File: src/hdl/pcpfl_pkg.sv
// ----------------------------------------------------------------------------
// pcpfl_pkg
// shared types and codes for the per-cpu page free list allocator
// ----------------------------------------------------------------------------
package pcpfl_pkg;

    // request modes
    localparam logic MODE_ALLOC = 1'b0;
    localparam logic MODE_FREE  = 1'b1;

    // result status codes
    localparam logic [1:0] ST_DONE    = 2'd0;
    localparam logic [1:0] ST_OOM     = 2'd1;
    localparam logic [1:0] ST_BADADDR = 2'd2;

    // configuration register indexes
    localparam int CFG_IDX_W = 4;
    localparam logic [CFG_IDX_W-1:0] REG_REGION_START = 4'd0;
    localparam logic [CFG_IDX_W-1:0] REG_REGION_END   = 4'd1;

    localparam logic [31:0] REGION_START_RST = 32'h8000_0000;
    localparam logic [31:0] REGION_END_RST   = 32'h8800_0000;

    typedef struct packed {
        logic        mode;
        logic [2:0]  cpu;
        logic [31:0] page_addr;
    } pcpfl_item_t;

    typedef struct packed {
        logic [1:0]  status;
        logic [31:0] alloc_addr;
        logic [2:0]  source_cpu;
    } pcpfl_result_t;

    // controller to datapath
    typedef struct packed {
        logic accept;
        logic free_fin;
        logic link_rd;
        logic pop_fin;
        logic oom_fin;
    } pcpfl_cmd_t;

    // datapath to controller
    typedef struct packed {
        logic is_free;
        logic found;
    } pcpfl_sts_t;

endpackage

File: src/hdl/pcpfl_ctrl.sv
// ----------------------------------------------------------------------------
// pcpfl_ctrl
// sequencer for free, pop and out-of-memory requests
// ----------------------------------------------------------------------------
module pcpfl_ctrl
    import pcpfl_pkg::*;
(
    input  logic       clk,
    input  logic       rst_n,
    input  logic       start,
    output logic       busy,
    input  pcpfl_sts_t sts,
    output pcpfl_cmd_t cmd
);

    localparam logic [2:0] S_IDLE  = 3'd0;
    localparam logic [2:0] S_FREE  = 3'd1;
    localparam logic [2:0] S_AHEAD = 3'd2;
    localparam logic [2:0] S_APOP  = 3'd3;
    localparam logic [2:0] S_NOMEM = 3'd4;

    logic [2:0] state_reg;
    logic [2:0] state_next;

    always_comb
    begin
        state_next = state_reg;
        unique case (state_reg) inside
            S_IDLE:
            begin
                if (start)
                begin
                    if (sts.is_free)
                    begin
                        state_next = S_FREE;
                    end
                    else if (sts.found)
                    begin
                        state_next = S_AHEAD;
                    end
                    else
                    begin
                        state_next = S_NOMEM;
                    end
                end
            end
            S_AHEAD: state_next = S_APOP;
            S_FREE, S_APOP, S_NOMEM: state_next = S_IDLE;
            default: state_next = S_IDLE;
        endcase
    end

    always_ff @(posedge clk or negedge rst_n)
    begin
        if (!rst_n)
        begin
            state_reg <= S_IDLE;
        end
        else
        begin
            state_reg <= state_next;
        end
    end

    assign busy         = (state_reg != S_IDLE);
    assign cmd.accept   = (state_reg == S_IDLE) && start;
    assign cmd.free_fin = (state_reg == S_FREE);
    assign cmd.link_rd  = (state_reg == S_AHEAD);
    assign cmd.pop_fin  = (state_reg == S_APOP);
    assign cmd.oom_fin  = (state_reg == S_NOMEM);

    // only one phase of work at a time
    a_one_phase: assert property (@(posedge clk) disable iff (!rst_n)
        $onehot0({cmd.accept, cmd.free_fin, cmd.link_rd, cmd.pop_fin, cmd.oom_fin}))
        else $error("more than one controller phase active");

    // a pop finishes only after its link read
    a_pop_after_link: assert property (@(posedge clk) disable iff (!rst_n)
        cmd.pop_fin |-> $past(cmd.link_rd))
        else $error("pop finished without a link read");

    // an accepted alloc with no list goes straight to out of memory
    a_oom_path: assert property (@(posedge clk) disable iff (!rst_n)
        (cmd.accept && !sts.is_free && !sts.found) |=> cmd.oom_fin)
        else $error("empty alloc did not report out of memory");

endmodule

File: config.mk
export PLATFORM = sky130hd
export DESIGN_NAME = pcpfl_ctrl
export DESIGN_NICKNAME = d
export VERILOG_FILES = /design/src/hdl/pcpfl_pkg.sv /design/src/hdl/pcpfl_ctrl.sv
export SDC_FILE = /design/constraint.sdc
export NUM_CORES = 1
export LEC_CHECK = 0
export ABC_AREA = 1
export BUFFER_PORTS_ARGS = -buffer_cell sky130_fd_sc_hd__buf_2
export CAP_MARGIN = 20
export CORE_AREA = 2 2 39 41
export DETAILED_ROUTE_END_ITERATION = 8
export DIE_AREA = 0 0 41 43
export MAX_ROUTING_LAYER = met4
export SYNTH_ARGS = -nofsm -noshare
export SYNTH_HDL_FRONTEND = slang
export SYNTH_SLANG_ARGS = --single-unit
File: constraint.sdc
create_clock -name clk -period 2.65 [get_ports clk]
set_input_delay 0.265 -clock clk [delete_from_list [all_inputs] [get_ports clk]]
set_output_delay 0.265 -clock clk [all_outputs]
set_load 0.1 [all_outputs]
==> qor.yml <==
status:
  outcome: "complete, no violations"
synth:
  synth-xor-area-share_pct: 0
  yosysSeqAreaShare_pct: 43.17
  syn-num-nets: 28
  synth-seq-cells: 3
  synth.avg_cell_area_um2: 7.562
  synth_cell_type_count: 10
  syn_area_um2: 173.9
  muxShareOfSynthArea_pct: 0
  synth_adder_area_share_pct: 0
  synth_top_family_by_area: "simple AND/OR/NAND/NOR gates"
  syn-instance-count: 23
  synth_compound_area_share_pct: 5.755
  synth_simple_gate_area_share_pct: 40.29
  ys_warn_count: 0
timing:
  worst_pin_slew_ns: 0.4894
  finalCritPeriodShare_pct: 64.68
  fin_worst_skew_ns: 0.0006575
  slew_viol_final: 0
  period_needed_ns: 1.714
  rsz0062_at_grt: "false"
  hold_violations: 0
  fin_tns_setup_ns: 0
  fin_hold_ws_ns: 0.2037
  fmax_mhz: 583.5
  relSlewSlack_pct: 67.60
  setup_viol: 0
worst_setup_path:
  cp.arrival_ns: 1.45
  critPathCaptureType: "primary output"
  timing.rr.start: "state_reg[0]"
  slowest_delay_ns: 0.41
  cpMaxStageDelayCell: "buf_2"
  critPathLaunch: "state_reg[0]"
  worstPathMaxFanout: 4
  cp.required_ns: 2.38
  rrSetupSlack_ns: 1.71
  crit_path_start_kind: "flip-flop"
  worstPathCellList: "nor2_2 -> nand3_1 -> inv_1 -> buf_2"
  path_class: "reg2out"
  ff2ff_path_depth: 4
  cp-endpoint: "cmd[4]"
  r2r-end: "state_reg[0]"
drt:
  wl_um: 411
  detail_route.wl_per_cell_um: 7.611
  num_vias: 198
  antenna_left: 0
  vias_per_cell: 3.667
  first_pass_iters: 4
  first_iter_violations: 2
  drc: 0
layout:
  drive_gt1_share_pct: 44.74
  fill_cells: 168
  nNetsFinal: 44
  n_antenna_cell: 0
  largest_register_ffs: 3
  multi_input_area_um2: 80.08
  register_area_um2: 75.07
  syn_to_final_growth_pct: 61.15
clock_tree:
  cts_buffers: 3
  cts_setup_buffers: 0
  clockBufferDepth: 2
  clock_sinks: 3
  cts_resized: 0
  cts_tree: "built"
  path_clk_slew_ns: 0.04
  clock_latency_ns: 0.23
  root_buffer: "clkbuf_4"
  htree_levels: 1
place:
  port_buffers: 10
  dpl.hpwl_um: 326.1
  gp_congestion: 0.6912
grt:
  use_met1_pct: 6.472
  antenna_found_initial: 0
  grt_max_degree: 7
  grt_use_total_pct: 7.010
  use_met2_pct: 7.500
  busiest_layer: "met4"
  grt_pass1_vias: 190
  grt-ovfl-total: 0
  grt_pass1_wl_um: 690
  grt_util_met3_pct: 4.712
die:
  die_y_um: 43
  io_pins: 11
  core_um2: 1384
  dieWidth_um: 41
  die_area_um2: 1763
  initial_core_util_pct: 12.57
  num_rows: 14
hold_path:
  hold_path.class: "in2reg"
flow_run:
  drv_cap: 0
stage by stage:
stage / cell area (um2) / util (%) / worst slack (ns) / std cells
after global placement: 244.0 / 17.63 / 1.185 / 49
after floorplan: 173.9 / - / -0.1029 / 23
after detailed placement: 244.0 / 17.63 / 1.186 / 49
final: 280.3 / 20.25 / 0.9361 / 54
after global routing: 280.3 / 20.25 / 0.8585 / 54
after CTS: 280.3 / 20.25 / 0.9275 / 54
layer usage:
layer,up-vias,routed length (um)
li1,103,-
met1,81,168
met2,10,161
met3,4,54
met4,0,27
met5,-,0
worst max-delay path, delay by kind of cell, from the launching register on:
kind / cells / cell delay, ns
buf+inv: 2 / 0.48
flops: 1 / 0.40
simple gates: 2 / 0.33
layout by cell type (no fill, tap or decap), drive strengths merged:
master / synthesis / routed
dfrtp: 3 / 3
nor2: 4 / 4
buf: 0 / 10
nand2: 2 / 2
clkbuf: 0 / 4
a21oi: 2 / 2
nand3: 4 / 4
nor3: 3 / 3
inv: 5 / 5
dlygate4sd3: 0 / 1
cell type report:
cell class                 count  area share (%)
multi-input combinational     15           28.57
tap                           16           7.143
inverter                       5           6.696
timing repair buffer          11           21.43
clock buffer                   4           9.375
sequential                     3           26.79
worst min path at each step:
stage / from / end / depth (start not counted)
after detailed placement: rst_n / state_reg[2] / 1
after floorplan: rst_n / state_reg[0] / 0
after CTS: sts[0] / state_reg[2] / 2
final: sts[0] / state_reg[2] / 2
after global placement: rst_n / state_reg[2] / 1
after global routing: sts[0] / state_reg[2] / 2
logic make-up after synthesis:
logic type / count (synthesis)
simple gates: 13
buf+inv: 5
flops: 3
compound gates: 2
cells in the mapped netlist (all sizes together):
cell type  n  area, um2
nor2       4      20.02
inv        5      18.77
nor3       3      20.02
nand3      4      20.02
a21oi      2      10.01
dfrtp      3      75.07
nand2      2      10.01
timing repair:
| action | in CTS | in global routing |
|---|---|---|
| hold buffers | 1 | 0 |
| endpoints found under the hold margin | 3 | 0 |
| endpoints found under the setup margin | 0 | 0 |
Power is left out: the tool's default activity adds up to more than one toggle a clock period on the data nets, which glitch-free logic cannot reach.
